===== src/rtl/sgba_pkg.sv =====
// ----------------------------------------------------------------------------
// sgba_pkg
// Shared types and constants of the sorted group-by aggregator.
// ----------------------------------------------------------------------------
package sgba_pkg;

    localparam int LANES        = 4;
    localparam int CFG_IDX_BITS = 2;
    localparam int FN_BITS      = 3;
    localparam int KEY_W        = 64;
    localparam int VAL_W        = 32;
    localparam int ACC_W        = 64;
    localparam int ROWS_W       = 32;
    localparam int IN_W         = KEY_W + LANES * VAL_W;
    localparam int OUT_W        = KEY_W + ROWS_W + LANES * ACC_W;
    localparam int DIV_W        = ACC_W + 8;
    localparam int DIV_CNT_W    = 7;

    localparam logic [FN_BITS-1:0] FN_SUM   = 3'd0;
    localparam logic [FN_BITS-1:0] FN_AVG   = 3'd1;
    localparam logic [FN_BITS-1:0] FN_MAX   = 3'd2;
    localparam logic [FN_BITS-1:0] FN_MIN   = 3'd3;
    localparam logic [FN_BITS-1:0] FN_COUNT = 3'd4;
    localparam logic [FN_BITS-1:0] FN_OFF   = 3'd5;

    localparam logic signed [ACC_W-1:0] ACC_MAX = 64'sh7FFF_FFFF_FFFF_FFFF;
    localparam logic signed [ACC_W-1:0] ACC_MIN = 64'sh8000_0000_0000_0000;

    // per-lane row control
    typedef struct packed {
        logic load;   // open a new group with this row
        logic upd;    // fold this row into the open group
    } lane_ctrl_t;

endpackage


===== src/rtl/sgba_lane.sv =====
// ----------------------------------------------------------------------------
// sgba_lane
// One aggregate lane: accumulator for sum, max or min of the open group.
// ----------------------------------------------------------------------------
module sgba_lane
(
    input  logic                                  clk,
    input  logic                                  rst_n,
    input  sgba_pkg::lane_ctrl_t                  ctrl,
    input  logic [sgba_pkg::FN_BITS-1:0]          fn,
    input  logic signed [sgba_pkg::VAL_W-1:0]     value,
    output logic signed [sgba_pkg::ACC_W-1:0]     acc
);

    logic signed [sgba_pkg::ACC_W-1:0] acc_reg;
    logic signed [sgba_pkg::ACC_W-1:0] acc_next;
    logic signed [sgba_pkg::ACC_W-1:0] v_ext;
    logic signed [sgba_pkg::ACC_W:0]   sum_wide;
    logic signed [sgba_pkg::ACC_W-1:0] sum_sat;

    assign v_ext    = sgba_pkg::ACC_W'(value);
    assign sum_wide = {acc_reg[sgba_pkg::ACC_W-1], acc_reg} + {v_ext[sgba_pkg::ACC_W-1], v_ext};

    always_comb
    begin
        if (sum_wide[sgba_pkg::ACC_W] != sum_wide[sgba_pkg::ACC_W-1])
            sum_sat = sum_wide[sgba_pkg::ACC_W] ? sgba_pkg::ACC_MIN : sgba_pkg::ACC_MAX;
        else
            sum_sat = sum_wide[sgba_pkg::ACC_W-1:0];
    end

    always_comb
    begin
        acc_next = acc_reg;
        if (ctrl.load)
            acc_next = v_ext;
        else if (ctrl.upd)
        begin
            case (fn)
                sgba_pkg::FN_SUM, sgba_pkg::FN_AVG: acc_next = sum_sat;
                sgba_pkg::FN_MAX: if (v_ext > acc_reg) acc_next = v_ext;
                sgba_pkg::FN_MIN: if (v_ext < acc_reg) acc_next = v_ext;
                default: acc_next = acc_reg;
            endcase
        end
    end

    always_ff @(posedge clk or negedge rst_n)
    begin
        if (!rst_n)
            acc_reg <= '0;
        else
            acc_reg <= acc_next;
    end

    assign acc = acc_reg;

endmodule


===== src/rtl/sgba_avg.sv =====
// ----------------------------------------------------------------------------
// sgba_avg
// Bit-serial average: sum * 256 / rows, truncated toward zero, saturated.
// ----------------------------------------------------------------------------
module sgba_avg
(
    input  logic                                  clk,
    input  logic                                  rst_n,
    input  logic                                  start,
    input  logic signed [sgba_pkg::ACC_W-1:0]     sum,
    input  logic [sgba_pkg::ROWS_W-1:0]           rows,
    output logic                                  busy,
    output logic signed [sgba_pkg::ACC_W-1:0]     result
);

    logic [sgba_pkg::DIV_CNT_W-1:0] cnt_reg;
    logic [sgba_pkg::DIV_W-1:0]     quo_reg;
    logic [sgba_pkg::ROWS_W-1:0]    rem_reg;
    logic [sgba_pkg::ROWS_W-1:0]    rows_reg;
    logic                           neg_reg;
    logic [sgba_pkg::ACC_W-1:0]     mag;
    logic [sgba_pkg::ROWS_W:0]      rem_sh;
    logic [sgba_pkg::ROWS_W:0]      diff;
    logic                           ge;

    assign mag    = sum[sgba_pkg::ACC_W-1] ? (~sum + 1'b1) : sum;
    assign rem_sh = {rem_reg, quo_reg[sgba_pkg::DIV_W-1]};
    assign diff   = rem_sh - {1'b0, rows_reg};
    assign ge     = (rem_sh >= {1'b0, rows_reg});

    always_ff @(posedge clk or negedge rst_n)
    begin
        if (!rst_n)
        begin
            cnt_reg <= '0;
        end
        else if (start)
        begin
            cnt_reg <= sgba_pkg::DIV_CNT_W'(sgba_pkg::DIV_W);
        end
        else if (cnt_reg != '0)
        begin
            cnt_reg <= cnt_reg - 1'b1;
        end
    end

    always_ff @(posedge clk)
    begin
        if (start)
        begin
            quo_reg  <= {mag, 8'b0};
            rem_reg  <= '0;
            rows_reg <= rows;
            neg_reg  <= sum[sgba_pkg::ACC_W-1];
        end
        else if (cnt_reg != '0)
        begin
            rem_reg <= ge ? diff[sgba_pkg::ROWS_W-1:0] : rem_sh[sgba_pkg::ROWS_W-1:0];
            quo_reg <= {quo_reg[sgba_pkg::DIV_W-2:0], ge};
        end
    end

    assign busy = (cnt_reg != '0);

    // clamp the magnitude into the signed range
    always_comb
    begin
        if (neg_reg)
        begin
            if ((|quo_reg[sgba_pkg::DIV_W-1:sgba_pkg::ACC_W]) ||
                (quo_reg[sgba_pkg::ACC_W-1] && (|quo_reg[sgba_pkg::ACC_W-2:0])))
                result = sgba_pkg::ACC_MIN;
            else
                result = ~quo_reg[sgba_pkg::ACC_W-1:0] + 1'b1;
        end
        else
        begin
            if (|quo_reg[sgba_pkg::DIV_W-1:sgba_pkg::ACC_W-1])
                result = sgba_pkg::ACC_MAX;
            else
                result = quo_reg[sgba_pkg::ACC_W-1:0];
        end
    end

endmodule


===== src/rtl/sorted_group_by_aggregator.sv =====
// ----------------------------------------------------------------------------
// sorted_group_by_aggregator
// Per-group SUM/AVG/MAX/MIN/COUNT over key-sorted rows, four lanes wide.
// ----------------------------------------------------------------------------
// A row closing no group leaves the input ready for the next cycle's row. A key
// change snapshots the old group and starts the average dividers, whose result
// is then registered; an end of stream alone, or one row's second group, first
// passes a load state that snapshots it. Each group waits in the output register
// until taken; input reopens next unless a second group is pending.
// Reset (rst_n low, asynchronous) closes any open group and sets every lane off.
module sorted_group_by_aggregator
(
    input  logic                                 clk,
    input  logic                                 rst_n,
    input  logic                                 s_tvalid,
    output logic                                 s_tready,
    input  logic [sgba_pkg::IN_W-1:0]            s_tdata,  // group_key, lane0..3_value
    input  logic                                 s_tlast,  // end_of_stream
    output logic                                 m_tvalid,
    input  logic                                 m_tready,
    output logic [sgba_pkg::OUT_W-1:0]           m_tdata,  // out_key, group_rows, lane0..3_result
    output logic                                 m_tlast,  // last_of_run
    input  logic                                 cfg_we,
    input  logic [sgba_pkg::CFG_IDX_BITS-1:0]    cfg_index,
    input  logic [sgba_pkg::FN_BITS-1:0]         cfg_data
);

    typedef enum logic [1:0] {ST_IDLE, ST_LOAD, ST_DIV, ST_OUT} state_t;

    state_t                                state_reg;
    logic [sgba_pkg::FN_BITS-1:0]          fn_reg [sgba_pkg::LANES];
    logic [sgba_pkg::KEY_W-1:0]            key_reg;
    logic                                  open_reg;
    logic [sgba_pkg::ROWS_W-1:0]           rows_reg;
    logic                                  pend2_reg;
    logic                                  div_start_reg;
    logic [sgba_pkg::KEY_W-1:0]            job_key_reg;
    logic [sgba_pkg::ROWS_W-1:0]           job_rows_reg;
    logic                                  job_last_reg;
    logic signed [sgba_pkg::ACC_W-1:0]     job_acc_reg [sgba_pkg::LANES];
    logic [sgba_pkg::OUT_W-1:0]            out_data_reg;
    logic                                  out_last_reg;

    logic                                  accept;
    logic [sgba_pkg::KEY_W-1:0]            row_key;
    logic                                  emit1;
    logic                                  start_new;
    sgba_pkg::lane_ctrl_t                  lane_ctrl;
    logic signed [sgba_pkg::ACC_W-1:0]     acc      [sgba_pkg::LANES];
    logic signed [sgba_pkg::ACC_W-1:0]     avg_res  [sgba_pkg::LANES];
    logic [sgba_pkg::LANES-1:0]            div_busy;
    logic [sgba_pkg::LANES*sgba_pkg::ACC_W-1:0] lane_res;

    assign s_tready  = (state_reg == ST_IDLE);
    assign accept    = s_tvalid && s_tready;
    assign row_key   = s_tdata[sgba_pkg::KEY_W-1:0];
    assign emit1     = open_reg && (row_key != key_reg);
    assign start_new = !open_reg || emit1;

    assign lane_ctrl.load = accept && start_new;
    assign lane_ctrl.upd  = accept && !start_new;

    for (genvar g = 0; g < sgba_pkg::LANES; g++)
    begin : g_lane
        sgba_lane u_lane
        (
            .clk   (clk),
            .rst_n (rst_n),
            .ctrl  (lane_ctrl),
            .fn    (fn_reg[g]),
            .value (s_tdata[sgba_pkg::KEY_W + g*sgba_pkg::VAL_W +: sgba_pkg::VAL_W]),
            .acc   (acc[g])
        );

        sgba_avg u_avg
        (
            .clk    (clk),
            .rst_n  (rst_n),
            .start  (div_start_reg),
            .sum    (job_acc_reg[g]),
            .rows   (job_rows_reg),
            .busy   (div_busy[g]),
            .result (avg_res[g])
        );

        // merge: pick the lane result under the selector in force now
        always_comb
        begin
            case (fn_reg[g])
                sgba_pkg::FN_SUM, sgba_pkg::FN_MAX, sgba_pkg::FN_MIN:
                    lane_res[g*sgba_pkg::ACC_W +: sgba_pkg::ACC_W] = job_acc_reg[g];
                sgba_pkg::FN_AVG:
                    lane_res[g*sgba_pkg::ACC_W +: sgba_pkg::ACC_W] = avg_res[g];
                sgba_pkg::FN_COUNT:
                    lane_res[g*sgba_pkg::ACC_W +: sgba_pkg::ACC_W] =
                        sgba_pkg::ACC_W'(job_rows_reg);
                default:
                    lane_res[g*sgba_pkg::ACC_W +: sgba_pkg::ACC_W] = '0;
            endcase
        end
    end

    always_ff @(posedge clk or negedge rst_n)
    begin
        if (!rst_n)
        begin
            for (int i = 0; i < sgba_pkg::LANES; i++)
                fn_reg[i] <= sgba_pkg::FN_OFF;
        end
        else if (cfg_we)
        begin
            fn_reg[cfg_index] <= cfg_data;
        end
    end

    always_ff @(posedge clk or negedge rst_n)
    begin
        if (!rst_n)
        begin
            state_reg     <= ST_IDLE;
            key_reg       <= '0;
            open_reg      <= 1'b0;
            rows_reg      <= '0;
            pend2_reg     <= 1'b0;
            div_start_reg <= 1'b0;
        end
        else
        begin
            div_start_reg <= 1'b0;
            case (state_reg)
                ST_IDLE:
                begin
                    if (accept)
                    begin
                        if (start_new)
                        begin
                            key_reg  <= row_key;
                            rows_reg <= 32'd1;
                        end
                        else if (rows_reg != '1)
                        begin
                            rows_reg <= rows_reg + 1'b1;
                        end
                        open_reg  <= !s_tlast;
                        pend2_reg <= emit1 && s_tlast;
                        if (emit1)
                        begin
                            div_start_reg <= 1'b1;
                            state_reg     <= ST_DIV;
                        end
                        else if (s_tlast)
                        begin
                            state_reg <= ST_LOAD;
                        end
                    end
                end
                ST_LOAD:
                begin
                    div_start_reg <= 1'b1;
                    state_reg     <= ST_DIV;
                end
                ST_DIV:
                begin
                    if (!div_start_reg && (div_busy == '0))
                        state_reg <= ST_OUT;
                end
                ST_OUT:
                begin
                    if (m_tready)
                    begin
                        pend2_reg <= 1'b0;
                        state_reg <= pend2_reg ? ST_LOAD : ST_IDLE;
                    end
                end
                default: state_reg <= ST_IDLE;
            endcase
        end
    end

    // job snapshot: the old group on a key change, the live group otherwise
    always_ff @(posedge clk)
    begin
        if (state_reg == ST_IDLE && accept && emit1)
        begin
            job_key_reg  <= key_reg;
            job_rows_reg <= rows_reg;
            job_last_reg <= !s_tlast;
            for (int i = 0; i < sgba_pkg::LANES; i++)
                job_acc_reg[i] <= acc[i];
        end
        else if (state_reg == ST_LOAD)
        begin
            job_key_reg  <= key_reg;
            job_rows_reg <= rows_reg;
            job_last_reg <= 1'b1;
            for (int i = 0; i < sgba_pkg::LANES; i++)
                job_acc_reg[i] <= acc[i];
        end
        if (state_reg == ST_DIV && !div_start_reg && (div_busy == '0))
        begin
            out_data_reg <= {lane_res, job_rows_reg, job_key_reg};
            out_last_reg <= job_last_reg;
        end
    end

    assign m_tvalid = (state_reg == ST_OUT);
    assign m_tdata  = out_data_reg;
    assign m_tlast  = out_last_reg;

endmodule


===== config.mk =====
export PLATFORM = sky130hd
export DESIGN_NAME = sorted_group_by_aggregator
export DESIGN_NICKNAME = d
export VERILOG_FILES = /design/src/rtl/sgba_pkg.sv /design/src/rtl/sgba_lane.sv /design/src/rtl/sgba_avg.sv /design/src/rtl/sorted_group_by_aggregator.sv
export SDC_FILE = /design/constraint.sdc
export NUM_CORES = 2
export LEC_CHECK = 0
export BUFFER_PORTS_ARGS = -buffer_cell sky130_fd_sc_hd__buf_2
export CORE_MARGIN = 2
export CORE_UTILIZATION = 57
export DETAILED_ROUTE_END_ITERATION = 8
export PLACE_DENSITY = 0.74
export SLEW_MARGIN = 20
export SYNTH_ARGS = -nofsm -noshare
export SYNTH_HDL_FRONTEND = slang
export SYNTH_SLANG_ARGS = --single-unit

===== constraint.sdc =====
create_clock -name clk -period 17.9 [get_ports clk]
set_input_delay 2.685 -clock clk [delete_from_list [all_inputs] [get_ports clk]]
set_output_delay 2.685 -clock clk [all_outputs]
set_load 0.01 [all_outputs]

* Word-level counts from Yosys, hierarchy flattened
Memory sizes are Yosys's and may differ from the RTL's. Cells that the tools add are included.
Storage, ports and cells: bits in registers 1299, RAM bits 256, input port bits 203, output and inout bits 355, logic and storage cells 302, memories kept 1
Operators by class: $add $sub $neg 21, magnitude comparators 14, equal/unequal tests 37, muxes and demuxes 101, bitwise gates (word level) 13, reduce and logical (&&, ||, !) cells 75
Memories:
- job_acc_reg | words 4, bits a word 64, rd ports 4, clocked after Yosys merged registers in 0, wr ports 4, line sorted_group_by_aggregator.sv:40 | logic signed [sgba_pkg::ACC_W-1:0] job_acc_reg [sgba_pkg::LANES];
Operators by type and width (count):
- 2-to-1 mux 64 bit | 46
- case mux 64 bit (3 select lines) | 8
- 2-to-1 mux 72 bit | 8
- adder 64 x 1 -> 64 bit, second input constant | 8
- NOT 64 bit | 8
- adder 64 x 32 -> 65 bit | 4
- > comparator 32 x 64 -> 1 bit | 4
- less-than comparator 32 x 64 -> 1 bit | 4
- 2-to-1 mux 32 bit | 8
- OR reduction 63 bit | 4
- >= comparator 33 x 32 -> 1 bit | 4
- subtractor 32 bit | 4
- != test 64 bit | 1
- 2-to-1 mux 7 bit | 8
- OR reduction 9 bit | 4
- adder 32 x 1 -> 32 bit, second input constant | 1
- != test 32 bit, second input constant | 1
- OR reduction 8 bit | 4
- nonzero test 7 bit | 4
- subtractor 7 x 1 -> 7 bit, second input constant | 4
- == test 3 x 2 -> 1 bit, second input constant | 8
- AND reduction 4 bit | 5
- != test 3 x 2 -> 1 bit, second input constant | 6
- nonzero test 2 bit | 8
- 30 further kinds | 97

* Depth between registers and ports, before layout
depth in word-level cells 7, depth in mapped cells 17, gate-level depth less buffers 14

* Modules after synthesis
From an unflattened synthesis, not the netlist that was laid out.
Unflattened totals: cells, all modules 12433, area total of the unflattened synthesis 112972.1 µm²
Modules (own cells, without submodules):
- sorted_group_by_aggregator | instances 1, cells an instance 2281, area each 32700.1 µm², seq. area each 24038.1 µm²
- sgba_lane at g_lane[1].u_lane ... | instances 3, cells an instance 1214, area each 9180.1 µm², seq. area each 1601.5 µm²
- sgba_avg at g_lane[1].u_avg ... | instances 2, cells an instance 1350, area each 10963.0 µm², seq. area each 3888.7 µm²
- sgba_avg at g_lane[2].u_avg | instances 1, cells an instance 1330, area each 11120.7 µm², seq. area each 3888.7 µm²
- sgba_avg at g_lane[0].u_avg | instances 1, cells an instance 1347, area each 11110.7 µm², seq. area each 3888.7 µm²
- sgba_lane at g_lane[0].u_lane | instances 1, cells an instance 1133, area each 8574.5 µm², seq. area each 1601.5 µm²

* Least setup slack after synthesis
OpenSTA, ideal clock, no wires.
kind input to register, start point input s_tdata[25] (netlist name), end point memory job_acc_reg[0][0] (netlist name) (enable), setup time 1.143 ns, data arrival time 19.377 ns, required time 16.757 ns, setup slack -2.620 ns, cell stages on the path 6, buffers on the path 0, cell sequence xor2_1 nor4_1 nand4_1 nor4_1 nand2b_1 o21bai_1
RTL lines:
- start: declaration | line sorted_group_by_aggregator.sv:17 | input logic [sgba_pkg::IN_W-1:0] s_tdata,
- end: declaration | line sorted_group_by_aggregator.sv:40

* Worst setup path after layout
start point input s_tdata[191] (netlist name), end point register g_lane[3].u_lane.acc_reg, in the netlist g_lane[3].u_lane.acc[44]
Between the ends: word-level cells in the longest chain between the ends 6, elaborated cells between the ends (all ways) 14, classes of those cells add/sub (1); order compare (2); eq/ne (3); mux (7); reduce/logical (1)
RTL lines:
- adder 64 x 32 -> 65 bit | line sgba_lane.sv:22 | assign sum_wide = {acc_reg[sgba_pkg::ACC_W-1], acc_reg} + {v_ext[sgba_pkg::ACC_W-1], v_ext};
- 2-to-1 mux 64 bit or != test 1 bit (tied branches) | line sgba_lane.sv:27, sgba_lane.sv:26
- 2-to-1 mux 64 bit | line sgba_lane.sv:26 | if (sum_wide[sgba_pkg::ACC_W] != sum_wide[sgba_pkg::ACC_W-1])
- case mux 64 bit (3 select lines) | line sgba_lane.sv:39 | case (fn)
- 2-to-1 mux 64 bit | line sgba_lane.sv:37 | else if (ctrl.upd)
- 2-to-1 mux 64 bit | line sgba_lane.sv:35 | if (ctrl.load)
- end signal: assignment | line sgba_lane.sv:53 | acc_reg <= acc_next;
- end: declaration | line sgba_lane.sv:15 | logic signed [sgba_pkg::ACC_W-1:0] acc_reg;
Several ways; a longest one is shown, not always the timed one. The select of a mux whose other input is x is not followed. A chain may end at the register's enable or synchronous reset.

==> summary.md <==
| Metric | Value |
|---|---|
| Outcome | complete, no violations |
| Post-synth top area share | 0.2933 |
| Hold Buf Count CTS | 0 |
| Drt wl/cell | 24.25 um |
| DRC | 0 |
| Cell mode on critical path | buf_4 |
| All-Layer GR Usage | 0.3639 |
| Post-synth ARST share | 0.2553 |
| Max Clock Freq | 136.6 MHz |
| TritonCTS Sinks | between 1500 and 2000 |
| Hold_sp | job_key_reg[61] |
| R2R setup slack | ~12 ns |
| CP max stage delay | ~0.82 ns |
| Crit end category | flop |
| Reg2Reg Depth | 14 |
| Post-CTS Setup Bufs | 0 |
| Slew @ Worst Pin | around 1.2 ns |
| Synth unique cells | 98 |
| Hold EP | m_tdata[61] |
| Top_reg_cell synth | edfxtp_1 |
| Seq/Total Area, Yosys | 0.4220 |
| Number of I/O port buffers | about 560 |
| WL final | 341700 um |
| Skew final | around 0.028 ns |
| Post-CTS Resized | 0 |
| Critical-path maximum fanout | 67 |
| Die ar. | between 150000 and 200000 sq um |
| H-tree lvl count | 4 |
| HP Class | reg -> reg |
| Mapped Avg Cell Area | between 9 and 10 sq um |
| Post-DP HPWL | 250100 um |
| Crit start category | input pin |
| Mapped Nets | roughly 12000 |
| Fill cell count | 14880 |
| Area Growth Syn to Fin | 10.29% |
| TritonCTS clock tree | built |
| Worst Path Buf+Inv | 4 |
| Required time of the critical path | 18.56 ns |
| Crit path cell chain | buf_2, buf_4, ha_1, nand4_1, nor4_1, nand2_1, or4_1, o21ai_0, a21oi_1, o31ai_4, buf_4, a311o_1, buf_4, or2_2, o211ai_1 |
| Cell Rows | ~160 |
| Part of the cycle the worst path needs | 0.4091 |
| Routability cong. | between 1 and 1.5 |
| Multi-input logic area | roughly 55000 sq um |
| MaxCap Viol Count | 0 |
| Hold slack | approximately 0.42 ns |
| Share of layout cells above drive strength 1 | 0.09989 |
| Count leader, synth | nand2_1 |
| Number of flops mapped to enable cells by yosys | around 1000 |
| Root Buffer | clkbuf_16 |
| Leakage | between 40 and 50 nW |
| Vias in the first global route | between 80000 and 90000 |
| Via count | 90870 |
| Synthesized area | 102200 sq um |
| Yosys warnings | 0 |
| Normalized max-slew margin | 0.1951 |
| Delay-heaviest family, CP | simple AND/OR/NAND/NOR gates |
| Drt via density | approximately 6.4 |
| Crit path arrival time | 7.98 ns |
| Critical path class | in -> reg |
| FF+latch area | 43120 sq um |
| Final slew viol count | 0 |
| Cell taking the most area after synthesis | edfxtp_1 |
| Post-synthesis cell count | roughly 11000 |
| 1st-iter DRT viols | around 11000 |
| Largest net degree at the start of global routing | about 160 |
| Gr ovfl total | 0 |
| Total CTS buffers | between 150 and 200 |
| Worst-Skew Late Latency | 0.84 ns |
| R2R Path Start | g_lane[3].u_avg.quo_reg[0] |
| Layout Cells excl Fill | ~14000 |
| Final #Nets | 12450 |
| Min Tclk post-route | ~7.3 ns |
| Starting density of the core | 0.5733 |
| Top post-synthesis cells by count | nand2_1, o21ai_0, edfxtp_1 |
| Synth area leaders | edfxtp_1, dfrtp_1, ha_1, o21ai_0, nand2_1 |
| First drt pass iteration count | 7 |
| Core ar. | about 180000 sq um |
| Final worst slack | around 11 ns |
| Flops & latches, synth | ~1600 |
| Die width | between 400 and 500 um |
| Clock buffer depth | 3 |
| Endpoints failing setup | 0 |
| Fin. Hold Viols | 0 |
| Placed Cells | roughly 14000 |
| First-pass GRT wire length | 511300 um |
| Clock-pin slew on the worst setup and hold paths | ~0.07 ns |
| Setup TNS | 0 ns |
| Max stage delay cell, worst path | nor4_1 |
| Power density cells | 191.7 nW/um^2 |
| ANT nets after route | 0 |
| Hold Path Depth | 0 |
| Reg2reg end | m_tdata[319] |
| Initial antenna violation count | 17 |
| Pre-CTS WS | between 9 and 10 ns |
| Vert. Die Dim | between 400 and 500 um |
| RSZ-0062 raised after global routing | no |
| Top Ports | around 560 |
| Worst vdd ir | 0.0001395 V |
| Max reg flops | 352 |
power breakdown:
group | internal (mW) | switching (mW) | total, mW
clock | 2.09 | 1.55 | 3.64
sequential | 5.63 | 1.83 | 7.46
combinational | 4.04 | 6.46 | 10.5
how the worst max path moves through the flow:
stage	startpoint	to	slack (ns)	cells past startpoint
4_1_cts	s_tdata[191]	g_lane[3].u_lane.acc[57]	10.75	15
3_5_place_dp	s_tdata[191]	g_lane[3].u_lane.acc[57]	9.86	15
3_3_place_gp	s_tdata[191]	g_lane[3].u_lane.acc[39]	9.67	13
2_1_floorplan	g_lane[2].u_avg.cnt_reg[3]	m_tdata[0]	0.80	6
6_report	s_tdata[191]	g_lane[3].u_lane.acc[44]	10.58	15
5_1_grt	s_tdata[191]	g_lane[3].u_lane.acc[57]	10.29	15
layout make-up:
class,count,area share
Antenna cell,12,0.0002665
Clock buffer,234,0.04278
Clock inverter,84,0.008361
Inverter,643,0.02146
Multi-Input combinational cell,8536,0.4856
Sequential cell,1555,0.3826
Tap cell,2355,0.02615
Timing Repair Buffer,671,0.03275
placed cells by master, fill, tap and decap left out, types with 111 or more instances in the layout:
master     instances
a211oi_1         129
a21o_1           144
a21oi_1          776
a31oi_1          113
buf_2            556
buf_4            111
clkbuf_16        175
dfrtp_1          388
dfxtp_1          160
edfxtp_1         998
ha_1             661
inv_1            634
nand2_1         1266
nand3_1          197
nor2_1           893
nor2b_1          111
nor3_1           277
nor4_1           185
o21ai_0         1030
o22ai_1          128
o31ai_1          183
or3_1            131
xnor2_1          373
xor2_1           307
through the flow:
step	power (mW)	utilization	cell area, sq um
finish	21.60	0.6323	112700
global route	22.99	0.6322	112700
CTS	21.39	0.6320	112600
detailed placement	17.70	0.5997	106900
global placement	17.45	0.5996	106900
floorplan	14.62	-	102200
cells by family after synthesis:
group	Yosys count	synth area share
simple gates	3657	0.1691
fa+ha+maj	669	0.08251
buf+inv	1226	0.04517
xor+xnor	680	0.05829
compound gates	3424	0.2116
flops	1555	0.4220
mux	106	0.01136
layer usage:
layer,wire length (um),up-vias,part of all wire,track usage
met1,136600,43570,0.40,0.4874
met4,23070,12,0.067,0.2158
met2,153300,4446,0.45,0.5606
li1,-,42000,-,-
met5,84,-,0.00025,0
met3,28740,834,0.084,0.05419
worst reg2reg max path: stages (launching register included):
cell	delay (ns)
dfxtp_1	0.35
inv_1	0.09
ha_1	0.19
or3b_2	0.49
nor3_1	0.53
nand4b_1	0.30
or4_1	0.54
nor3_1	0.43
nand2_1	0.13
or3_1	0.42
o21a_1	0.21
o21ai_1	0.14
nand3_2	0.42
buf_4	0.45
o21ai_0	0.57
Note: power is estimated with default switching activity, not from simulation.
